--- config.mk ---
export PLATFORM = sky130hd
export DESIGN_NAME = gap_ram
export DESIGN_NICKNAME = d
export VERILOG_FILES = /design/src/rtl/core/gap_ram.sv
export SDC_FILE = /design/constraint.sdc
export NUM_CORES = 1
export LEC_CHECK = 0
export BUFFER_PORTS_ARGS = -buffer_cell sky130_fd_sc_hd__clkbuf_2
export CAP_MARGIN = 20
export CELL_PAD_IN_SITES_DETAIL_PLACEMENT = 1
export CELL_PAD_IN_SITES_GLOBAL_PLACEMENT = 1
export CORE_MARGIN = 3
export CORE_UTILIZATION = 45
export DETAILED_ROUTE_END_ITERATION = 10
export PLACE_DENSITY = 0.79
export SYNTH_ARGS = -nofsm -noshare
export SYNTH_HDL_FRONTEND = slang
export SYNTH_SLANG_ARGS = --single-unit
--- constraint.sdc ---
create_clock -name clk_i -period 1.6 [get_ports clk_i]
set_input_delay 0.08 -clock clk_i [delete_from_list [all_inputs] [get_ports clk_i]]
set_output_delay 0.08 -clock clk_i [all_outputs]
set_load 0.03 [all_outputs]
--- src/rtl/core/gap_ram.sv ---
module gap_ram #(
  parameter int Width = 8,
  parameter int Depth = 16
) (
  input  logic                     clk_i,
  input  logic                     we_i,
  input  logic [$clog2(Depth)-1:0] waddr_i,
  input  logic [Width-1:0]         wdata_i,
  input  logic [$clog2(Depth)-1:0] raddr_i,
  output logic [Width-1:0]         rdata_o
);

  logic [Width-1:0] mem [Depth];

  always_ff @(posedge clk_i) begin
    if (we_i) begin
      mem[waddr_i] <= wdata_i;
    end
    rdata_o <= mem[raddr_i];
  end

endmodule

### After elaboration in Yosys (flattened, before gate mapping)

Memory sizes are Yosys's and may differ from the RTL's. A register that Yosys moved wholly into a read port is not among the register bits.
Index checks and enable logic that the tools add are counted.

* div/mod/pow operators: 0
* add/subtract/negate cells: 0
* bitwise gates (word level): 0
* reductions and logical operators: 0
* $lt $le $gt $ge: 0
* multiply operators: 0
* equal/unequal tests: 0
* muxes and demuxes: 2
* shift-type cells: 0

Operator list (count)
* 1-bit two-way mux: 2

* bits in registers: 0
* latch bits: 0
* output and inout port bits: 8
* memories kept: 1
* bits in read-only memories: 0
* input port bits: 18
* memory bits (writable): 128
* logic and storage cells: 3

Memory list
* mem: words 16, bits a word 8, rd ports 1, clocked after memory_dff 1, wr ports 1, RTL line 13 `logic [Width-1:0] mem [Depth];`

### Depth between registers and ports, before layout

Gate-level depths: netlist of the first run.

* depth after elaboration: 2
* mapped depth: 5
* depth with buffers taken out: 3

### Worst setup path before layout of the first run

Ideal clock, no wire load.

* path kind: input to register
* start point: in waddr_i[2]
* end point: mem mem[0][0] (enable)
* data required time: 1217 ps
* path buffers: 0
* setup slack: 27 ps
* arrival time: 1190 ps
* setup time: 383 ps
* cell stages on the path: 2
* cell sequence: or3b_2 > nor3_1

RTL lines
* from (decl): RTL line 7 `input logic [$clog2(Depth)-1:0] waddr_i,`
* to (decl): RTL line 13

No word-level cell before the write port.

==> results of run 1 <==
[synthesized netlist by cell type]
master and count:
sky130_fd_sc_hd__dfxtp_1 8, sky130_fd_sc_hd__edfxtp_1 128, sky130_fd_sc_hd__a22oi_1 16, sky130_fd_sc_hd__nand2b_1 2
sky130_fd_sc_hd__nand3b_1 2, sky130_fd_sc_hd__clkdlybuf4s25_2 3, sky130_fd_sc_hd__and2_1 1, sky130_fd_sc_hd__nand2_1 9
sky130_fd_sc_hd__buf_2 3, sky130_fd_sc_hd__nand3_1 1, sky130_fd_sc_hd__and2b_1 1, sky130_fd_sc_hd__nor2b_1 1
sky130_fd_sc_hd__mux4_2 18, sky130_fd_sc_hd__or3b_2 1, sky130_fd_sc_hd__buf_6 3, sky130_fd_sc_hd__buf_4 1
sky130_fd_sc_hd__nor3_1 4, sky130_fd_sc_hd__mux4_1 14, sky130_fd_sc_hd__nor2_1 13
[layer usage]
metal | GRT usage | up-vias
met5 | 0 | -
met4 | 0.07292 | 0
met3 | 0.05027 | 13
met2 | 0.3057 | 76
met1 | 0.2444 | 1303
li1 | - | 1086
[worst reg2reg max path: cells and delay by family, from the launching register on]
family | cells | cell delay, ns
flops | 1 | 0.36
simple gates | 1 | 0.09
mux | 1 | 0.57
compound gates | 1 | 0.31
[registers in the layout (all words and copies together) (netlist names)]
signal and count:
mem 128, rdata_o 8
[power groups by stage]
stage / Sequential (mW) / Combinational (mW) / Clock (mW)
floorplan: 4.12 / 0.202 / 0
global placement: 4.08 / 0.411 / 0
detailed placement: 4.09 / 0.429 / 0
CTS: 4.01 / 0.433 / 4.02
global route: 4.02 / 0.463 / 4.21
finish: 4.01 / 0.426 / 3.95
[through the flow]
step | setup WS [ns] | area, sq um
floorplan | 0.02713 | 5147
global placement | 0.08151 | 5557
detailed placement | 0.02354 | 5557
CTS | 0.1668 | 6171
global route | 0.09561 | 6171
finish | 0.1532 | 6171
[cell type report]
| cell class | count | area (sq um) |
|---|---|---|
| clock inverter | 12 | 147.6 |
| multi-input combinational | 83 | 1057 |
| timing repair buffer | 46 | 320.3 |
| tap | 140 | 175.2 |
| clock buffer | 20 | 466.7 |
| sequential | 136 | 4004 |
| fill | 955 | 4860 |
[cells by family (layout without fill, tap and decap cells)]
logic type,Yosys count,in the layout
DFF,136,136
and+or+nand+nor,35,35
muxes,32,32
AOI/OAI and AO/OA,16,16
buffers and inverters,10,78
[placed cells by master, fill, tap and decap left out]
master	count
sky130_fd_sc_hd__a22oi_1	16
sky130_fd_sc_hd__and2_1	1
sky130_fd_sc_hd__and2b_1	1
sky130_fd_sc_hd__buf_12	3
sky130_fd_sc_hd__buf_4	18
sky130_fd_sc_hd__bufinv_16	3
sky130_fd_sc_hd__clkbuf_16	17
sky130_fd_sc_hd__clkbuf_2	25
sky130_fd_sc_hd__clkbuf_8	3
sky130_fd_sc_hd__clkinv_1	1
sky130_fd_sc_hd__clkinv_2	3
sky130_fd_sc_hd__clkinvlp_4	4
sky130_fd_sc_hd__dfxtp_1	8
sky130_fd_sc_hd__edfxtp_1	128
sky130_fd_sc_hd__inv_6	1
sky130_fd_sc_hd__mux4_1	14
sky130_fd_sc_hd__mux4_2	18
sky130_fd_sc_hd__nand2_1	9
sky130_fd_sc_hd__nand2b_1	2
sky130_fd_sc_hd__nand3_1	1
sky130_fd_sc_hd__nand3b_1	2
sky130_fd_sc_hd__nor2_1	13
sky130_fd_sc_hd__nor2b_1	1
sky130_fd_sc_hd__nor3_1	4
sky130_fd_sc_hd__or3b_2	1
[worst paths after layout]
path | startpoint | to | slack (ns) | depth (start not counted)
max reg2reg | mem[5][2]$_DFFE_PP_ | rdata_o[2]$_DFF_P_ | 0.15 | 3
min reg2reg | mem[14][6]$_DFFE_PP_ | rdata_o[6]$_DFF_P_ | 0.67 | 3
min | wdata_i[3] | mem[2][3]$_DFFE_PP_ | 0.1 | 1
max | mem[5][2]$_DFFE_PP_ | rdata_o[2]$_DFF_P_ | 0.15 | 3
==> results.cfg, run 1 <==
[logic_synthesis]
postSynthRegisterBits = 136
yosys.area_share.simple = 0.03184
syn_area_per_cell_sq_um = 22.48
synth.area.mux_share = 0.1502
synthesis.yosys.warnings = 0
synth_seq_area_share = 0.7778
synth_area_in_xor_xnor = 0
mappedNetlistNets = 247
yosys-top-cells-area = sky130_fd_sc_hd__edfxtp_1 (75%), sky130_fd_sc_hd__mux4_2 (7.9%), sky130_fd_sc_hd__mux4_1 (7.1%), sky130_fd_sc_hd__dfxtp_1 (3.1%), sky130_fd_sc_hd__a22oi_1 (2.3%)
synth_area_in_compound_gates = 0.02333
netlist_instances = 229
synth_top_family_by_area = multiplexers
synthDistinctLibCells = 19
synth_area_leader_cell = sky130_fd_sc_hd__edfxtp_1
synth_largest_type_area_fraction = 0.7467
synthAdderAreaFrac = 0
netlist_area_sq_um = 5147

[pwr]
power_leakage_nw = 2.115
power_frac_seq = 0.478
power_switching_mw = 1.674
power_consumption_mw = 8.387
power.switching_fraction = 0.1996
power.combinational.fraction = 0.051
p_int_mw = 6.713
power.density_cell_area_nw_per_um2 = 1359
pwr-share-clk = 0.471
peakVddDrop_mv = 0.8535

[floorplanning]
row_count = 38
floorplan.io_pins = 26
floorplan.initialDensity = 0.4667
dieArea_sq_um = 12760
fp.dieW_um = 113.0
coreArea_sq_um = 11030
die_span_y_um = 113.0

[setup_path]
crit_buf_inv = 0
worst_path_max_delay_cell = sky130_fd_sc_hd__mux4_1
slowest_delay_ns = 0.57
crit_arrival_ns = 1.74
startpoint_type = flop
worstSetupEndpointType = flop
critical_path_class = reg -> reg
worst_path_dominant_cell_family = multiplexers
crit_required_ns = 1.89
worstPathCellList = mux4_1 > a22oi_1 > nand2_1
timing.critical_path.fanout_max = 1

[cells_and_area]
area_growth_pct = 19.88
nNetsFinal = 302
num_antenna_cells = 0
final-instance-count-excl-fill = 437
final_layout_size_suffix_gt1_frac = 0.3232
finish.utilization = 0.5594

[route]
route.top_layer_used = met4
antenna_left = 0
initialDrtViolationCount = 230
drc = 0
routedWlPerCell_um = 25.07
dr_total_vias = 2478
wl_met3_um = 460
length_of_routed_met2_wiring_um = 5678
m1WireLength_um = 4647
detailedRoute.firstPassIterationCount = 5
totalWireLength_um = 10960
drt-vias-per-instance = 5.670

[clocking]
holdBufCountCts = 0
clk_pin_slew_worst_paths_ns = 0.06
cts.htree.levels = 4
cts_max_path_buffers = 2
clk-insertion-delay-late_ns = 0.41
post-cts-setup-buffers = 0
cts.sinks = 136
cts_tree = built
cts_buffers = 17
cts_repair_resize_count = 0
cts.root.buffer_cell = sky130_fd_sc_hd__clkbuf_16

[placed_design]
detailed_place_hpwl_um = 7145
numPortBuffers = 25
place.gp.congestion = 0.7750
post-place-cells = 405

[timing]
tns_ns = 0
setup_viol = 0
count_of_pins_over_their_slew_limit = 0
final_hold_viol_count = 0
fmax_ghz = 0.6912
whs_ns = 0.09717
rsz_0062_raised_after_global_routing = no
timing.final.crit_period_ns = 1.447
final_period_utilization = 0.9042
worst-slew-pin-transition_ns = 0.4179
clock-skew-final_ns = 0.008310
slew_headroom = 0.7214

[global_routing]
grt_first_pass_wirelength_um = 16850
grt_max_degree = 33
grt_overflow_total = 0
antenna_found_initial = 0
global_router_s_overall_resource_usage = 0.1882
number_of_global_route_vias_before_repair = 2738

[hold_path]
worst_hold_path_type = in -> reg

[run_status]
outcome = finished, final reports clean

[run]
max_cap_violations = 0
(Power assumes the default switching activity.)
==> inputs of run 2 (changes only) <==
--- a/config.mk
+++ b/config.mk
@@ -8,10 +8,9 @@
 export BUFFER_PORTS_ARGS = -buffer_cell sky130_fd_sc_hd__clkbuf_2
 export CAP_MARGIN = 20
-export CELL_PAD_IN_SITES_DETAIL_PLACEMENT = 1
-export CELL_PAD_IN_SITES_GLOBAL_PLACEMENT = 1
 export CORE_MARGIN = 3
 export CORE_UTILIZATION = 45
 export DETAILED_ROUTE_END_ITERATION = 10
-export PLACE_DENSITY = 0.79
+export PLACE_DENSITY = 0.73
+export REMOVE_ABC_BUFFERS = 1
 export SYNTH_ARGS = -nofsm -noshare
 export SYNTH_HDL_FRONTEND = slang
==> constraint.sdc (replaced) <==
create_clock -name clk_i -period 1.6 [get_ports clk_i]
set_input_delay 0.08 -clock clk_i [delete_from_list [all_inputs] [get_ports clk_i]]
set_output_delay 0.08 -clock clk_i [all_outputs]
set_load 0.1 [all_outputs]
==> run 2 against run 1 <==
Clock skew is essentially flat. Wire length shrank 11%. Via count shrank 1.5%. Register-to-register slack gained 0.06 ns. Global-route usage shrank 2.2 points. Critical path depth is the same. Sequential cell count is the same. Maximum frequency grew 4.6%. Clock power shrank 13%. Largest cell class unchanged.
==> results.cfg, run 2 (synthesis results as in run 1) <==
[run_status]
outcome = finished, final reports clean

[clocking]
cts.htree.levels = 4
clk_pin_slew_worst_paths_ns = 0.06
cts_repair_resize_count = 0
cts.sinks = 136
post-cts-setup-buffers = 0
cts_buffers = 17
clk-insertion-delay-late_ns = 0.40
holdBufCountCts = 0
cts_max_path_buffers = 2
cts_tree = built
cts.root.buffer_cell = sky130_fd_sc_hd__clkbuf_16

[global_routing]
antenna_found_initial = 0
global_router_s_overall_resource_usage = 0.1657
grt_overflow_total = 0
number_of_global_route_vias_before_repair = 2554
grt_max_degree = 33
grt_first_pass_wirelength_um = 15280

[timing]
timing.final.crit_period_ns = 1.383
tns_ns = 0
final_hold_viol_count = 0
slew_headroom = 0.6314
fmax_ghz = 0.7231
worst-slew-pin-transition_ns = 0.5552
rsz_0062_raised_after_global_routing = no
final_period_utilization = 0.8643
setup_viol = 0
count_of_pins_over_their_slew_limit = 0
clock-skew-final_ns = 0.008002

[setup_path]
crit_buf_inv = 0
worst_path_dominant_cell_family = multiplexers
worstSetupEndpointType = flop
timing.critical_path.fanout_max = 1
worst_path_max_delay_cell = sky130_fd_sc_hd__mux4_1
critical_path_class = reg -> reg
worstPathCellList = mux4_1 > a22oi_1 > nand2_1
crit_required_ns = 1.89
crit_arrival_ns = 1.67
startpoint_type = flop
slowest_delay_ns = 0.51

[route]
dr_total_vias = 2442
detailedRoute.firstPassIterationCount = 4
routedWlPerCell_um = 22.23
antenna_left = 0
drc = 0
initialDrtViolationCount = 254
totalWireLength_um = 9758
drt-vias-per-instance = 5.563

[cells_and_area]
layout.cells.most_common_list = sky130_fd_sc_hd__edfxtp_1 (128), sky130_fd_sc_hd__clkbuf_2 (25), sky130_fd_sc_hd__buf_4 (20), sky130_fd_sc_hd__mux4_2 (18), sky130_fd_sc_hd__clkbuf_16 (17)
flip_flop_count_of_the_largest_register_after_layout = 128
nNetsFinal = 304
area_growth_pct = 18.55
largest_reg_by_ff_count = mem
final_layout_size_suffix_gt1_frac = 0.3244
finish.utilization = 0.5532
num_antenna_cells = 0
commonest_non_fill_non_tap_cell_in_the_layout = sky130_fd_sc_hd__edfxtp_1
biggest_registers_after_layout = mem (128), rdata_o (8)

[pwr]
power_leakage_nw = 2.072
power.density_cell_area_nw_per_um2 = 1311
power_frac_seq = 0.501
p_int_mw = 6.132
pwr-share-clk = 0.431
power.combinational.fraction = 0.069
power_switching_mw = 1.869
peakVddDrop_mv = 0.8714
power.switching_fraction = 0.2336

[floorplanning]
coreArea_sq_um = 11030
dieArea_sq_um = 12760
fp.dieW_um = 113.0
floorplan.initialDensity = 0.4667
row_count = 38
die_span_y_um = 113.0
floorplan.io_pins = 26

[placed_design]
detailed_place_hpwl_um = 6173
numPortBuffers = 25
place.gp.congestion = 0.7507

[run]
max_cap_violations = 0

[hold_path]
worst_hold_path_type = in -> reg
run 2: path summary, 6_finish.rpt:
| check | startpoint | end | slack (ns) | cells after the start |
|---|---|---|---|---|
| hold / removal | wdata_i[4] | mem[6][4]$_DFFE_PP_ | 0.11 | 1 |
| setup / recovery | mem[0][1]$_DFFE_PP_ | rdata_o[1]$_DFF_P_ | 0.22 | 3 |
| hold reg to reg | mem[14][3]$_DFFE_PP_ | rdata_o[3]$_DFF_P_ | 0.68 | 3 |
| setup reg to reg | mem[0][1]$_DFFE_PP_ | rdata_o[1]$_DFF_P_ | 0.22 | 3 |
run 2: per-layer routing:
metal  wire length [um]  track usage  vias to the layer above
met5                  0            0                        -
met4                 97      0.05689                        0
met3                721      0.04332                        6
met2               4795       0.2551                      106
met1               4144       0.2332                     1240
li1                   -            -                     1090
run 2: cell type report:
cell class,instances,area (sq um)
Clock buffer,18,429.2
Clock inverter,14,101.3
Fill cell,804,4928
Multi-Input combinational cell,83,1057
Sequential cell,136,4004
Tap cell,140,175.2
Timing Repair Buffer,48,335.3
run 2: power by group through the flow:
| stage | Clock (mW) | Combinational [mW] | Sequential (mW) |
|---|---|---|---|
| 2_1_floorplan | 0 | 0.160 | 4.25 |
| 4_1_cts | 3.50 | 0.554 | 4.01 |
| 3_3_place_gp | 0 | 0.541 | 4.07 |
| 5_1_grt | 3.67 | 0.583 | 4.01 |
| 3_5_place_dp | 0 | 0.552 | 4.08 |
| 6_report | 3.45 | 0.548 | 4.01 |
run 2: per-stage QoR:
stage	hold slack (ns)	worst slack, ns	cells	cell area, sq um	total power [mW]
global placement	0.5029	0.1083	407	5572	4.616
CTS	0.08865	0.2200	439	6102	8.061
finish	0.1105	0.2171	439	6102	8.001
detailed placement	0.5171	0.07882	407	5572	4.632
global route	0.1249	0.1555	439	6102	8.263
floorplan	0.1789	0.02713	219	5061	4.407
==> inputs of run 3 (changes only) <==
Settings changed: ABC_AREA set to 1, REMOVE_ABC_BUFFERS 1 to not set.
==> run 3 against run 2 <==
Cell count up 77%. Setup slack better by 0.093 ns. Non-clock buffer count unchanged. Count of clock-buffer cells in the layout up 3. Via count up 61%. Sequential cell count unchanged.
==> results.cfg, run 3 <==
[pwr]
power.combinational.fraction = 0.072
peakVddDrop_mv = 1.163
power_leakage_nw = 2.949
p_int_mw = 6.939
pwr-share-clk = 0.477
power_frac_seq = 0.451
power_switching_mw = 1.942
power.switching_fraction = 0.2187
power.density_cell_area_nw_per_um2 = 1312

[cells_and_area]
num_antenna_cells = 0
flip_flop_count_of_the_largest_register_after_layout = 128
biggest_registers_after_layout = mem (128), rdata_o (8)
area_growth_pct = 17.40
largest_reg_by_ff_count = mem
commonest_non_fill_non_tap_cell_in_the_layout = sky130_fd_sc_hd__nand2_1
nNetsFinal = 612
final_layout_size_suffix_gt1_frac = 0.1301
layout.cells.most_common_list = sky130_fd_sc_hd__nand2_1 (173), sky130_fd_sc_hd__edfxtp_1 (128), sky130_fd_sc_hd__inv_1 (100), sky130_fd_sc_hd__nand3_1 (97), sky130_fd_sc_hd__clkbuf_2 (25)

[logic_synthesis]
netlist_instances = 551
synth_seq_area_share = 0.6943
synth_edf_count = 128
synth.cells.most_frequent = sky130_fd_sc_hd__nand2_1 (173), sky130_fd_sc_hd__edfxtp_1 (128), sky130_fd_sc_hd__inv_1 (100), sky130_fd_sc_hd__nand3_1 (97), sky130_fd_sc_hd__nor2_1 (17)
synthesis.yosys.warnings = 0
postSynthRegisterBits = 136
syn_area_per_cell_sq_um = 10.47
mappedNetlistNets = 569
synthArstFlopShare = 0
predominant_post_synthesis_flop_cell = sky130_fd_sc_hd__edfxtp_1
synth_area_leader_cell = sky130_fd_sc_hd__edfxtp_1
synth_largest_type_area_fraction = 0.6665
synthDistinctLibCells = 12
yosysMostFrequentCell = sky130_fd_sc_hd__nand2_1
yosys-top-cells-area = sky130_fd_sc_hd__edfxtp_1 (67%), sky130_fd_sc_hd__nand2_1 (11%), sky130_fd_sc_hd__nand3_1 (8.4%), sky130_fd_sc_hd__inv_1 (6.5%), sky130_fd_sc_hd__dfxtp_1 (2.8%)
netlist_area_sq_um = 5767

[timing]
count_of_pins_over_their_slew_limit = 0
rsz_0062_raised_after_global_routing = no
fmax_ghz = 0.7754
final_period_utilization = 0.8060
clock-skew-final_ns = 0.01139
postLayoutSetupSlackWorst_ns = 0.3104
final_hold_viol_count = 0
setup_viol = 0
timing.final.crit_period_ns = 1.290
worst-slew-pin-transition_ns = 0.6612
slew_headroom = 0.5587
tns_ns = 0

[route]
antenna_left = 0
routedWlPerCell_um = 16.06
dr_total_vias = 3923
detailedRoute.firstPassIterationCount = 5
initialDrtViolationCount = 361
totalWireLength_um = 12450
drt-vias-per-instance = 5.062
drc = 0

[global_routing]
number_of_global_route_vias_before_repair = 3961
grtUsageMet2 = 0.2992
grt_max_degree = 65
gr-usage-met3 = 0.04748
grt_first_pass_wirelength_um = 19880
global_router_s_overall_resource_usage = 0.1831
antenna_found_initial = 0
groute.layer.met1.usage = 0.2299
grt-busiest-layer = met2
grt_overflow_total = 0

[floorplanning]
coreArea_sq_um = 12260
die_span_y_um = 119.2
fp.dieW_um = 119.2
floorplan.io_pins = 26
row_count = 40
dieArea_sq_um = 14210
floorplan.initialDensity = 0.4703

[clocking]
cts_repair_resize_count = 0
cts.root.buffer_cell = sky130_fd_sc_hd__clkbuf_16
cts_tree = built
post-cts-setup-buffers = 0
cts.htree.levels = 4
clk-insertion-delay-late_ns = 0.41
cts_max_path_buffers = 2
cts.sinks = 136
cts_buffers = 17
holdBufCountCts = 0
clk_pin_slew_worst_paths_ns = 0.06

[setup_path]
crit_buf_inv = 1
critical_path_class = reg -> out
timing.critical_path.fanout_max = 1
startpoint_type = flop
worstSetupEndpointType = output pin
crit_required_ns = 1.52
worstPathCellList = clkbuf_2
slowest_delay_ns = 0.46
worst_path_max_delay_cell = sky130_fd_sc_hd__clkbuf_2
worst_path_dominant_cell_family = buffers and inverters
crit_arrival_ns = 1.21

[hold_path]
worst_hold_path_type = in -> reg

[run]
max_cap_violations = 0

[placed_design]
placement_stage_worst_setup_slack_ns = 0.3710
place.gp.congestion = 0.8465
detailed_place_hpwl_um = 7569
numPortBuffers = 25

[run_status]
outcome = finished, final reports clean
-- run 3: cell count changes after synthesis, sizes merged, moves of 2 or more --
cell / previous run / this run
nor3: 4 / 0
a22oi: 16 / 0
nand2b: 2 / 0
buf: 7 / 24
clkdlybuf4s25: 3 / 0
nand3: 1 / 97
inv: 0 / 102
nand2: 9 / 173
mux4: 32 / 0
nor2: 13 / 17
-- run 3: power by group through the flow --
stage | registers (mW) | logic, mW | clock network (mW)
after global placement | 4.08 | 0.618 | 0
after global routing | 4.01 | 0.693 | 4.46
after CTS | 4.01 | 0.638 | 4.27
after detailed placement | 4.08 | 0.630 | 0
after floorplan | 4.25 | 0.281 | 0
final | 4.01 | 0.640 | 4.23
-- run 3: cell families after synthesis --
kind of cell | Yosys count | synth area share
flip-flops | 136 | 0.6943
buffers and inverters | 126 | 0.09525
AND/OR/NAND/NOR | 289 | 0.2105
-- run 3: area by class of cell --
cell class | count | area, sq um
Fill cell | 1002 | 5492
Sequential cell | 136 | 4004
Multi-Input combinational cell | 289 | 1214
Clock buffer | 21 | 450.4
Inverter | 102 | 382.9
Timing Repair Buffer | 48 | 310.3
Tap cell | 168 | 210.2
Clock inverter | 11 | 198.9
-- run 3: metrics by stage --
stage            util  hold slack (ns)  cell area (sq um)  instances  power, mW
5_1_grt        0.5521           0.1011               6770        775      9.163
4_1_cts        0.5521          0.07517               6770        775      8.917
3_5_place_dp   0.4992           0.5089               6121        743      4.713
6_report       0.5521          0.08970               6770        775      8.881
3_3_place_gp   0.4992           0.5043               6121        743      4.699
2_1_floorplan       -           0.1789               5767        551      4.526
-- run 3: worst paths after layout --
| kind | slack [ns] | endpoint | from | depth (start not counted) |
|---|---|---|---|---|
| hold reg to reg | 0.68 | rdata_o[7]$_DFF_P_ | mem[14][7]$_DFFE_PP_ | 6 |
| hold / removal | 0.09 | rdata_o[7]$_DFF_P_ | raddr_i[3] | 3 |
| setup / recovery | 0.31 | rdata_o[0] | rdata_o[0]$_DFF_P_ | 1 |
| setup reg to reg | 0.55 | rdata_o[4]$_DFF_P_ | mem[6][4]$_DFFE_PP_ | 6 |
-- run 3: metal layers --
metal | part of all wire | vias to the layer above | routed length (um)
met3 | 0.090 | 24 | 1120
li1 | - | 1863 | -
met2 | 0.48 | 194 | 6015
met1 | 0.41 | 1842 | 5043
met4 | 0.022 | 0 | 270
met5 | 0 | - | 0
