**src/rtl/core/gap_heur.sv**
```systemverilog
module gap_heur (
  input  logic       clk_i,
  input  logic       rst_ni,
  input  logic       start_i,
  input  logic [5:0] x_i,
  input  logic [5:0] y_i,
  input  logic [5:0] gx_i,
  input  logic [5:0] gy_i,
  output logic       done_o,
  output logic [9:0] h_o
);

  localparam logic [1:0] ST_IDLE = 2'd0;
  localparam logic [1:0] ST_MUL  = 2'd1;
  localparam logic [1:0] ST_ROOT = 2'd2;

  logic [1:0]  stage_q, stage_d;
  logic [12:0] dsq_q, dsq_d;
  logic [19:0] v_q, v_d;
  logic [9:0]  r_q, r_d;
  logic [3:0]  bit_q, bit_d;
  logic        done_q, done_d;

  logic [5:0]  dx, dy;
  logic [11:0] sqx, sqy;
  logic [9:0]  trial;
  logic [19:0] tsq;

  always_comb begin
    dx = (x_i > gx_i) ? x_i - gx_i : gx_i - x_i;
    dy = (y_i > gy_i) ? y_i - gy_i : gy_i - y_i;
    sqx = dx * dx;
    sqy = dy * dy;
    trial = r_q | (10'd1 << bit_q);
    tsq = trial * trial;

    stage_d = stage_q;
    dsq_d = dsq_q;
    v_d = v_q;
    r_d = r_q;
    bit_d = bit_q;
    done_d = 1'b0;
    case (stage_q)
      ST_IDLE: begin
        if (start_i) begin
          dsq_d = {1'b0, sqx} + {1'b0, sqy};
          stage_d = ST_MUL;
        end
      end
      ST_MUL: begin
        v_d = 20'(dsq_q) * 20'd100;
        r_d = '0;
        bit_d = 4'd9;
        stage_d = ST_ROOT;
      end
      ST_ROOT: begin
        // one result bit per cycle, msb first
        if (tsq <= v_q) begin
          r_d = trial;
        end
        if (bit_q == 4'd0) begin
          done_d = 1'b1;
          stage_d = ST_IDLE;
        end else begin
          bit_d = bit_q - 4'd1;
        end
      end
      default: stage_d = ST_IDLE;
    endcase
  end

  always_ff @(posedge clk_i or negedge rst_ni) begin
    if (!rst_ni) begin
      stage_q <= ST_IDLE;
      done_q <= 1'b0;
    end else begin
      stage_q <= stage_d;
      done_q <= done_d;
    end
  end

  always_ff @(posedge clk_i) begin
    dsq_q <= dsq_d;
    v_q <= v_d;
    r_q <= r_d;
    bit_q <= bit_d;
  end

  assign done_o = done_q;
  assign h_o = r_q;

endmodule

```
**config.mk**
```make
export PLATFORM = sky130hd
export DESIGN_NAME = gap_heur
export DESIGN_NICKNAME = d
export VERILOG_FILES = /design/src/rtl/core/gap_heur.sv
export SDC_FILE = /design/constraint.sdc
export NUM_CORES = 1
export LEC_CHECK = 0
export BUFFER_PORTS_ARGS = -buffer_cell sky130_fd_sc_hd__buf_4
export CORE_ASPECT_RATIO = 1.75
export CORE_MARGIN = 3
export CORE_UTILIZATION = 30
export CTS_BUF_LIST = sky130_fd_sc_hd__clkbuf_2
export CTS_CLUSTER_SIZE = 8
export DETAILED_ROUTE_END_ITERATION = 7
export GPL_TIMING_DRIVEN = 0
export PLACE_DENSITY = 0.49
export SYNTH_ARGS = -nofsm -noshare
export SYNTH_HDL_FRONTEND = slang
export SYNTH_SLANG_ARGS = --single-unit
```
**constraint.sdc**
```tcl
create_clock -name clk_i -period 7.3 [get_ports clk_i]
set_input_delay 0.73 -clock clk_i [delete_from_list [all_inputs] [get_ports clk_i]]
set_output_delay 0.73 -clock clk_i [all_outputs]
set_load 0.02 [all_outputs]
```
==> Word level (Yosys, flattened, before mapping) <==
Index checks and enable logic that the tools add are counted.
{ "classes": {"div": 0, "eq_ne": 6, "muxes": 11, "add_sub_neg": 6, "n_shift": 1, "mul": 4, "order_cmp": 3, "bitwise_logic": 1, "reduce_logical": 7} }
{ "ops": {"columns": ["operator", "count"], "rows": [
  ["$mul 6x6->12", 2],
  ["$sub 6x6->6", 4],
  ["$le 20x20->1", 1],
  ["$mul 10x10->20", 1],
  ["$pmux 10 s2", 1],
  ["$mul 13x5->18 const B", 1],
  ["$add 12x12->13", 1],
  ["$gt 6x6->1", 2],
  ["$mux 6", 2],
  ["$mux 10", 1],
  ["$or 10x10->10", 1],
  ["$shl 1x4->10 const A", 1],
  ["$ne 2x2->1 const B", 4],
  ["$pmux 4 s2", 1],
  ["$reduce_and 2->1", 4],
  ["$pmux 2 s3", 1],
  ["$logic_not 4->1", 1],
  ["$mux 2", 2],
  ["$mux 4", 1],
  ["$sub 4x1->4 const B", 1],
  ["$eq 2x1->1 const B", 1],
  ["$eq 2x2->1 const B", 1],
  ["$logic_not 2->1", 1],
  ["$mux 1", 2],
  ["$reduce_bool 2->1", 1]
]} }
{ "word_totals": {"input_bits": 27, "latch_bits": 0, "ram_bits": 0, "ff_bits": 48, "elab_cells": 45, "memories": 0, "romBits": 0, "out_inout_bits": 11} }

==> Depth between registers and ports, before layout <==
Gate-level depths: netlist of the first run.
{ "logic_depth": {"depth_word": 6, "ltp_mapped": 29, "depth_no_buf": 29} }

==> Worst setup path after synthesis of the first run <==
Ideal clock, no wire load.
{ "synth_timing": {"kind": "reg-to-reg", "from": "register bit_q[2]", "to": "register r_q[0] (netlist: h_o[0]) (enable)", "period_less_slack_ns": 7.128, "n_path_buf": 0, "setup_ns": 0.383, "setup_slack_ns": 0.172, "required_time_ns": 6.917, "arrival_ns": 6.745, "stages_incl_launch_ff": 27, "path_cell_list": "edfxtp_1 > nor2_1 > a21o_1 > clkinv_1 > nor2_1 > fa_1 > fa_1 > inv_1 > fa_1 > inv_1 > fa_1 > inv_1 > fa_1 > inv_1 > ha_1 > a21oi_1 > o21ai_0 > a2111oi_2 > a21oi_1 > a21oi_1 > xnor2_1 > ha_1 > a21oi_1 > nor2b_1 > o21ai_0 > o2111ai_1 > o221ai_1"} }
{ "synth_between": {"elab_chain_len": 6} }
{ "synth_rtl": {"columns": ["item", "line_no", "text"], "rows": [
  ["start, declared", "21", "logic [3:0] bit_q, bit_d;"],
  ["start signal, assigned", "86", "bit_q <= bit_d;"],
  ["$shl 1x4->10", "34", "trial = r_q | (10'd1 << bit_q);"],
  ["$or 10x10->10", "34", null],
  ["$mul 10x10->20", "35", "tsq = trial * trial;"],
  ["$le 20x20->1", "58", "if (tsq <= v_q) begin"],
  ["$ne 2x2->1 (no source line)", null, null],
  ["$reduce_and 2->1 (no source line)", null, null],
  ["end signal, assigned", "85", "r_q <= r_d;"],
  ["end, declared", "20", "logic [9:0] r_q, r_d;"]
]} }
No other way between the ends.
A chain may end at the register's enable or synchronous reset.

==> Final worst setup path of the first run <==
{ "layout_timing": {"from": "register bit_q[0]", "to": "register r_q[0] (netlist: h_o[0]) (enable)"} }
Same word-level chain as after synthesis.

==> results of run 1 <==
repair_timing:
item | in CTS | in global routing
setup buffers | 12 | 20
endpoints found under the hold margin | 3 | 0
pin swaps | 7 | 17
setup endpoints to repair | 11 | 13
hold buffers | 1 | 0
resized for setup | 50 | 37
per-layer routing:
| metal | track usage | wire (um) |
|---|---|---|
| met5 | 0 | 0 |
| met4 | 0.0522 | 763 |
| met3 | 0.00829 | 270 |
| met2 | 0.300 | 12900 |
| met1 | 0.117 | 6490 |
cell families after synthesis:
group | Yosys count | share of synthesized area
adders and majority gates | 248 | 0.438
and+or+nand+nor | 230 | 0.122
AOI/OAI and AO/OA | 154 | 0.118
muxes | 10 | 0.0117
buffers and inverters | 208 | 0.0915
xor gates and xnor gates | 50 | 0.0540
DFF | 48 | 0.164
worst max-delay path: cells and delay by family, from the launching register on:
kind | cells | cell delay (ps)
xor gates and xnor gates | 1 | 390
buffers and inverters | 9 | 940
DFF | 1 | 560
AOI/OAI and AO/OA | 7 | 1180
adders and majority gates | 8 | 3390
and+or+nand+nor | 4 | 320
cell type report:
| class | count | area (um^2) |
|---|---|---|
| Fill cell | 2962 | 18000 |
| Clock buffer | 5 | 25.0 |
| Buffer | 8 | 42.5 |
| Tap cell | 373 | 467 |
| Clock inverter | 3 | 90.1 |
| Timing Repair Buffer | 71 | 552 |
| Inverter | 198 | 761 |
| Multi-Input combinational cell | 692 | 6820 |
| Sequential cell | 48 | 1430 |
registers in the layout (all words and copies together), names as in the netlist:
register / cells
stage_q: 2
done_o: 1
dsq_q: 13
bit_q: 4
v_q: 18
h_o: 10
synthesized netlist by cell type (all sizes together), types with 2 or more instances:
library cell  count  area (um^2)
buf               3         23.8
fa               93         1860
mux2i             9         90.1
and3              4         25.0
a21oi            48          240
o211ai            6         72.6
clkbuf            7         26.3
xor2             15          139
or2               4         25.0
a211oi            8         60.1
nand3             9         50.1
a221oi            4         35.0
nor3b             3         22.5
nor2             87          327
nand2            65          244
a31oi             2         12.5
nand3b            4         30.0
xnor2            35          329
a311oi            2         17.5
nand4             8         50.1
o21ai            29          153
and2              9         58.8
o21bai            4         30.0
nor2b            14         87.6
ha              155         1940
dfrtp             3         75.1
clkinv            2         7.51
nor4              2         12.5
edfxtp           45         1350
o2111ai           2         17.5
o311ai            2         17.5
nand2b            9         56.3
and4              2         17.5
a21o             26          195
a2111oi           2         23.8
o21a              8         60.1
nor3             10         50.1
inv             196          736
stage by stage:
step / worst slack, ps / TNS [ps] / hold slack (ps)
5_1_grt: -28.9 / -216 / 469
2_1_floorplan: 172 / 0 / 434
3_3_place_gp: -2100 / -22560 / 484
4_1_cts: 6.08 / 0 / 471
6_report: 252 / 0 / 506
3_5_place_dp: -2120 / -23160 / 506
worst paths after layout:
check	endpoint	slack, ps	cells past startpoint
min in group asynchronous	done_o$_DFF_PN0_	530	2
worst max-delay path	h_o[0]$_SDFFCE_PP0P_	250	29
worst min register to register	stage_q[0]$_DFFE_PN0P_	540	1
max in group asynchronous	stage_q[0]$_DFFE_PN0P_	6670	2
worst min-delay path	stage_q[0]$_DFFE_PN0P_	510	2
worst max register to register	h_o[0]$_SDFFCE_PP0P_	250	29
==> out/summary.txt, run 1 <==
Via density -> 4.66
Fin nets -> 1,299
Fraction of registers with async set/reset -> 0.0625
Setup Viol. Count Final -> 0
# port buffers -> 37
Crit path max fanout -> 10
CP peak stage delay -> 560 ps
Final slew viol count -> 0
Vias post-DR -> 6,516
Seq/Total Area, Yosys -> 0.164
H-tree lvl count -> 2
Area Growth Syn to Fin -> 17.4%
Netlist cell types -> 62
Post-detail-place hpwl -> 17,600 um
Largest net degree at the start of global routing -> 19
DIE HEIGHT -> 231 um
Fin crit share -> 0.965
Final core utilization -> 0.361
First-pass GRT wire length -> 33,500 um
Clock root cell -> clkbuf_2
Crit path launch -> bit_q[0]$_SDFFCE_PP1P_
Clk sink count -> 48
R2r startpoint -> bit_q[0]$_SDFFCE_PP1P_
Placed cell area -> 9430 um^2
Commonest non-fill, non-tap cell in the layout -> inv_1
Skew final -> 46.2 ps
Clock buffer count from CTS -> 5
Max-cap violations -> 0
Dpl cells -> 1,359
Crit path DAT -> 7270 ps
First-pass DRT Iterations -> 6
Top_reg_cell synth -> edfxtp_1
CTS tree -> yes
Min-delay src -> start_i
Relative slew slack -> 0.535
Layout cells sized above 1 -> 0.151
Later-pin clock latency in the skew report -> 460 ps
Io pins -> 38
RePlAce Congestion -> 0.880
Synthesis warning total -> 0
Startpoint class of the critical path -> flop
CORE AREA -> 28,200 um^2
Fmax -> 142 MHz
Unrepaired setup endpoints after global routing -> yes
Setup crit end kind -> flop
EDFF count, synth -> 45
Tmin final -> 7050 ps
# DRC -> 0
Die width -> 135 um
Type of the worst setup path -> flop to flop
Worst min path class -> input pin to flop
Register clock-pin slew on the reported worst setup and hold paths -> 270 ps
Synthesized cell area -> 8670 um^2
Worst path required time -> 7520 ps
Drt total wl -> 20,400 um
Initial Util -> 0.308
Synth Instances -> 948
Clock Path Buffers -> 2
Status -> complete, no violations
GR Overflow Total -> 0
Slowest cell on the critical path -> edfxtp_1
Post-Syn Nets -> 1,223
Vias in the first global route -> 6,976
GRT Overall Usage -> 0.135
DR WL/cell -> 14.6 um
Full die area -> 31,100 um^2
Final Hold Fails -> 0
Post-route cell area -> 10,200 um^2
Avg Inst Size Synth -> 9.15 um^2
Worst-Margin Slew -> 698 ps
Num rows -> 81
Post-Layout Cell Count -> 1,398
Antenna-violating nets left -> 0
Antenna violations before repair -> 0
#FFs+latches synth -> 48
Number of DRC markers in iteration 0 -> 185
ANT cells -> 0
Most frequent cells in the layout -> inv_1 (191), ha_1 (149), fa_1 (92)
Power of run 1 is left out: the tool's default activity adds up to more than one toggle a clock period on the data nets, which glitch-free logic cannot reach.
==> inputs of run 2 (changes only) <==
--- a/config.mk
+++ b/config.mk
@@ -9,11 +9,11 @@
 export CORE_ASPECT_RATIO = 1.75
 export CORE_MARGIN = 3
 export CORE_UTILIZATION = 30
-export CTS_BUF_LIST = sky130_fd_sc_hd__clkbuf_2
 export CTS_CLUSTER_SIZE = 8
 export DETAILED_ROUTE_END_ITERATION = 7
 export GPL_TIMING_DRIVEN = 0
 export PLACE_DENSITY = 0.49
+export SKIP_LAST_GASP = 1
 export SYNTH_ARGS = -nofsm -noshare
 export SYNTH_HDL_FRONTEND = slang
 export SYNTH_SLANG_ARGS = --single-unit
==> run 2 against run 1 <==
Against the previous run:
- non-clock buffer count increased by 6
- design area increased by 2.8%
- global-route usage about the same
- critical endpoint is now h_o[4]$_SDFFCE_PP0P_
- flip-flop and latch count unchanged
- highest routed layer unchanged
- sequential share of layout area decreased by 0.38 points
- core utilization increased by 0.99 points
==> out/summary.txt, run 2 (synthesis results as in run 1) <==
Status -> complete, no violations
Worst-Margin Slew -> 637 ps (-61.4 ps)
Initial Util -> 0.308 (unchanged)
Worst path required time -> 7320 ps (-200 ps)
Critical path depth -> 28 (-3.4%)
DR WL/cell -> 14.7 um (+0.76%)
Crit path buffers/inverters -> 8 (-1)
Fmax -> 141 MHz (-0.43%)
GR Overflow Total -> 0 (unchanged)
# DRC -> 0 (unchanged)
Largest net degree at the start of global routing -> 19 (unchanged)
Reg with most FFs -> v_q
# port buffers -> 37 (unchanged)
Type of the worst setup path -> flop to flop
Die width -> 135 um (unchanged)
Post-route cell area -> 10,500 um^2 (+2.8%)
Clock Path Buffers -> 2 (unchanged)
Final Hold Fails -> 0 (unchanged)
Io pins -> 38 (unchanged)
Drt total wl -> 20,600 um (+1.2%)
Area Growth Syn to Fin -> 20.6%
Clk sink count -> 48 (unchanged)
Tmin final -> 7080 ps (+30.3 ps)
Full die area -> 31,100 um^2 (unchanged)
Vias in the first global route -> 6,960 (-0.23%)
GRT Overall Usage -> 0.135 (+0.000188)
Setup Viol. Count Final -> 0 (unchanged)
R2R Setup Slk -> 220 ps (-30 ps)
Crit path DAT -> 7100 ps (-170 ps)
Vias post-DR -> 6,528 (+0.18%)
Antenna violations before repair -> 0 (unchanged)
CORE AREA -> 28,200 um^2 (unchanged)
Skew final -> 11.9 ps (-34.3 ps)
Num rows -> 81 (unchanged)
Max-cap violations -> 0 (unchanged)
Number of DRC markers in iteration 0 -> 153 (-17%)
CP peak stage delay -> 540 ps (-20 ps)
TNS Setup -> 0 ps (unchanged)
Fin crit share -> 0.970 (+0.00415)
Antenna-violating nets left -> 0 (unchanged)
Placed cell area -> 9430 um^2 (unchanged)
ANT cells -> 0 (unchanged)
CP endpoint -> h_o[4]$_SDFFCE_PP0P_
Final slew viol count -> 0 (unchanged)
Setup crit end kind -> flop
Later-pin clock latency in the skew report -> 290 ps (-170 ps)
Clock buffer count from CTS -> 5 (unchanged)
Startpoint class of the critical path -> flop
H-tree lvl count -> 2 (unchanged)
CTS tree -> yes
Via density -> 4.65 (-0.24%)
CP top delay family -> adder cells
Slowest cell on the critical path -> fa_1
Register clock-pin slew on the reported worst setup and hold paths -> 70 ps (-200 ps)
First-pass GRT wire length -> 33,400 um (-0.10%)
First-pass DRT Iterations -> 4 (-2)
Reg2Reg Depth -> 28 (-3.4%)
Layout cells sized above 1 -> 0.166 (+0.0146)
DIE HEIGHT -> 231 um (unchanged)
RePlAce Congestion -> 0.880 (unchanged)
R2r startpoint -> bit_q[2]$_SDFFCE_PP0P_
Clock root cell -> clkbuf_16
Crit path max fanout -> 6 (-4)
Post-detail-place hpwl -> 17,600 um (unchanged)
Commonest non-fill, non-tap cell in the layout -> inv_1
Max reg flops -> 18 (unchanged)
Worst min path class -> input pin to async pin
Relative slew slack -> 0.575 (+0.0405)
Most frequent cells in the layout -> inv_1 (190), ha_1 (147), fa_1 (92)
Crit path launch -> bit_q[2]$_SDFFCE_PP0P_
CTS hold repair buffers -> 0 (-1)
Fin nets -> 1,305 (+0.46%)
Worst reg2reg endpoint -> h_o[4]$_SDFFCE_PP0P_
## run 2: cell count changes in the layout (fill, tap and decap cells not counted), sizes merged
| cell | previous run | this run |
|---|---|---|
| buf | 73 | 80 |
| clkinv | 2 | 1 |
| dlygate4sd3 | 1 | 0 |
| inv | 194 | 195 |
## run 2: area by class of cell
type                    instances  area, um^2
clock inverters                 3        90.1
inverters                     198         758
fillers                      2953       17700
flip-flops and latches         48        1430
multi-input cells             692        6900
well taps                     373         467
plain buffers                   7        38.8
repair buffers                 78         656
clock buffers                   5         125
## run 2: through the flow
stage / instances / util / setup slack (ps) / hold WS, ps
after detailed placement: 1359 / 0.335 / -2120 / 506
after global routing: 1404 / 0.371 / -55.8 / 199
final: 1404 / 0.371 / 222 / 209
after floorplan: 948 / - / 172 / 434
after global placement: 1358 / 0.334 / -2100 / 484
after CTS: 1381 / 0.354 / 10.6 / 204
## run 2: worst register-to-register path, delay by kind of cell, from the launching register on
family	cells	cell delay, ps
and+or+nand+nor	4	480
adders and majority gates	7	3110
xor gates and xnor gates	1	410
AOI/OAI and AO/OA	8	1350
DFF	1	510
buffers and inverters	8	920
## run 2: worst min path at each step
stage                                start                endpoint  slack, ps  cells after the start
global route                        rst_ni  stage_q[1]$_DFFE_PN0P_        200                      1
detailed placement      dsq_q[2]$_DFFE_PP_        v_q[4]$_DFFE_PP_        510                      0
global placement    stage_q[1]$_DFFE_PN0P_  stage_q[0]$_DFFE_PN0P_        480                      1
finish                              rst_ni        done_o$_DFF_PN0_        210                      1
floorplan                           rst_ni        done_o$_DFF_PN0_        430                      0
CTS                                 rst_ni        done_o$_DFF_PN0_        200                      1
## run 2: what timing repair did
item                                    CTS  global route
gates cloned                              0             1
pin swaps                                11            22
resized for setup                        54            51
buffers inserted                         15            24
endpoints found under the setup margin   13            13
## run 2: layer usage
metal,routed length (um),vias to the layer above,global-route usage
met3,251,30,0.00938
li1,-,3277,-
met4,799,0,0.0513
met5,0,-,0
met1,6560,3150,0.117
met2,13000,71,0.300
Power of run 2 is left out for the same reason.
==> inputs of run 3 (changes only) <==
--- a/config.mk
+++ b/config.mk
@@ -12,7 +12,7 @@
 export CTS_CLUSTER_SIZE = 8
 export DETAILED_ROUTE_END_ITERATION = 7
 export GPL_TIMING_DRIVEN = 0
-export PLACE_DENSITY = 0.49
+export PLACE_DENSITY = 0.47
 export SKIP_LAST_GASP = 1
 export SYNTH_ARGS = -nofsm -noshare
 export SYNTH_HDL_FRONTEND = slang
==> constraint.sdc (replaced) <==
create_clock -name clk_i -period 8.86 [get_ports clk_i]
set_input_delay 0.886 -clock clk_i [delete_from_list [all_inputs] [get_ports clk_i]]
set_output_delay 0.886 -clock clk_i [all_outputs]
set_load 0.02 [all_outputs]
==> run 3 against run 2 <==
Against the previous run:
- maximum frequency decreased by 15%
- critical path depth fell by 3
- wire length fell by 4.5%
- clock skew about the same
- highest routed layer unchanged
==> out/summary.txt, run 3 (synthesis results as in run 1) <==
Via density -> 4.67 (+0.46%)
Worst-Margin Slew -> 996 ps (+359 ps)
RePlAce Congestion -> 0.877 (-0.39%)
Largest net degree at the start of global routing -> 19 (unchanged)
Drt total wl -> 19,700 um (-4.5%)
Startpoint class of the critical path -> flop
Filler cells -> 3,079 (+4.3%)
Post-detail-place hpwl -> 17,800 um (+1.2%)
Crit path DAT -> 8290 ps (+1190 ps)
Clk sink count -> 48 (unchanged)
Vias in the first global route -> 6,919 (-0.59%)
Post-route cell area -> 9610 um^2 (-8.1%)
Tmin final -> 8350 ps (+1270 ps)
Multi-input gate area -> 6490 um^2 (-5.9%)
TNS Setup -> 0 ps (unchanged)
Fin nets -> 1,268 (-2.8%)
Relative slew slack -> 0.336 (-0.239)
R2r startpoint -> bit_q[0]$_SDFFCE_PP1P_
Clock buffer count from CTS -> 5 (unchanged)
Reg2Reg Depth -> 25 (-11%)
Setup Viol. Count Final -> 0 (unchanged)
Status -> complete, no violations
Met3 Wirelength -> 232 um (-7.6%)
Commonest non-fill, non-tap cell in the layout -> inv_1
Max reg flops -> 18 (unchanged)
Antenna violations before repair -> 0 (unchanged)
DR top layer -> met4
Fin crit share -> 0.942 (-0.0274)
CTS tree -> yes
CTS hold repair buffers -> 0 (unchanged)
Later-pin clock latency in the skew report -> 290 ps (about the same)
Clock root cell -> clkbuf_16
Final slew viol count -> 0 (unchanged)
Reg with most FFs -> v_q
DR WL/cell -> 14.4 um (-2.0%)
Worst reg2reg endpoint -> h_o[0]$_SDFFCE_PP0P_
R2R Setup Slk -> 510 ps (+290 ps)
Skew final -> 12.1 ps (+0.136 ps)
Final core utilization -> 0.341 (-0.0302)
Layout cells sized above 1 -> 0.0704 (-0.0954)
Max-cap violations -> 0 (unchanged)
Sequential cell area -> 1430 um^2 (unchanged)
Wire length on met1 -> 6200 um (-5.5%)
Worst path required time -> 8800 ps (+1480 ps)
Detailed-routed wire length on met2 -> 12,400 um (-5.0%)
Most frequent cells in the layout -> inv_1 (195), ha_1 (155), fa_1 (93)
Setup crit end kind -> flop
CORE AREA -> 28,200 um^2 (unchanged)
Num rows -> 81 (unchanged)
H-tree lvl count -> 2 (unchanged)
Final Hold Fails -> 0 (unchanged)
Initial Util -> 0.308 (unchanged)
GRT Overall Usage -> 0.132 (-0.00287)
Io pins -> 38 (unchanged)
Post-CTS setup buffer count -> 0 (-15)
# port buffers -> 37 (unchanged)
Type of the worst setup path -> flop to flop
Number of DRC markers in iteration 0 -> 199 (+30%)
Unrepaired setup endpoints after global routing -> no
Full die area -> 31,100 um^2 (unchanged)
GR Overflow Total -> 0 (unchanged)
Area Growth Syn to Fin -> 10.8%
Placed cell area -> 9430 um^2 (unchanged)
Vias post-DR -> 6,385 (-2.2%)
Antenna-violating nets left -> 0 (unchanged)
ANT cells -> 0 (unchanged)
Die width -> 135 um (unchanged)
First-pass DRT Iterations -> 4 (unchanged)
DIE HEIGHT -> 231 um (unchanged)
Register clock-pin slew on the reported worst setup and hold paths -> 70 ps (about the same)
First-pass GRT wire length -> 32,700 um (-2.2%)
# DRC -> 0 (unchanged)
Clock Path Buffers -> 2 (unchanged)
Fmax -> 120 MHz (-15%)
Worst min path class -> input pin to async pin
Crit path max fanout -> 10 (+4)
[run 3: routing by layer]
metal,track usage,up-vias
met3,0.00872,36
met5,0,-
met2,0.294,67
li1,-,3207
met4,0.0554,0
met1,0.113,3075
[run 3: layout make-up]
class                           instances  share of cell area
Tap cell                              373              0.0486
Inverter                              198              0.0773
Buffer                                 10             0.00521
Multi-Input combinational cell        692               0.675
Timing Repair Buffer                   38              0.0301
Clock buffer                            5              0.0130
Clock inverter                          3             0.00195
Sequential cell                        48               0.148
[run 3: through the flow]
step | std cells | hold slack [ps] | setup slack [ps]
after global routing | 1367 | 354 | 53.2
after CTS | 1367 | 359 | 215
final | 1367 | 366 | 512
after detailed placement | 1359 | 513 | -707
after global placement | 1358 | 483 | -642
after floorplan | 948 | 458 | 1730
[run 3: timing repair]
item	4_1_cts	5_1_grt
pin swaps	0	0
gates resized for setup	3	3
setup endpoints to repair	10	10
[run 3: worst max path at each step]
stage	startpoint	endpoint
floorplan	bit_q[2]$_SDFFCE_PP0P_	h_o[0]$_SDFFCE_PP0P_
global placement	bit_q[2]$_SDFFCE_PP0P_	h_o[7]$_SDFFCE_PP0P_
detailed placement	bit_q[2]$_SDFFCE_PP0P_	h_o[7]$_SDFFCE_PP0P_
CTS	bit_q[2]$_SDFFCE_PP0P_	h_o[9]$_SDFFCE_PP0P_
global route	bit_q[1]$_SDFFCE_PP0P_	h_o[0]$_SDFFCE_PP0P_
finish	bit_q[0]$_SDFFCE_PP1P_	h_o[0]$_SDFFCE_PP0P_
[run 3: worst max-delay path, cell delays in order (launching register included)]
cell and delay [ps]:
edfxtp_1 470, ha_1 330, a21oi_1 760, inv_1 380, nand2_1 200, inv_1 70, fa_1 460, fa_1 540
inv_1 50, fa_1 550, inv_1 70, fa_1 480, ha_1 310, ha_1 400, a21oi_1 300, o21ai_0 180
a2111oi_2 420, a21oi_1 200, a21oi_1 220, xnor2_1 310, ha_1 360, nand4_1 130, nor2_1 90, o211ai_1 100
o2111ai_1 190, o221ai_4 420
Power of run 3 is left out for the same reason.
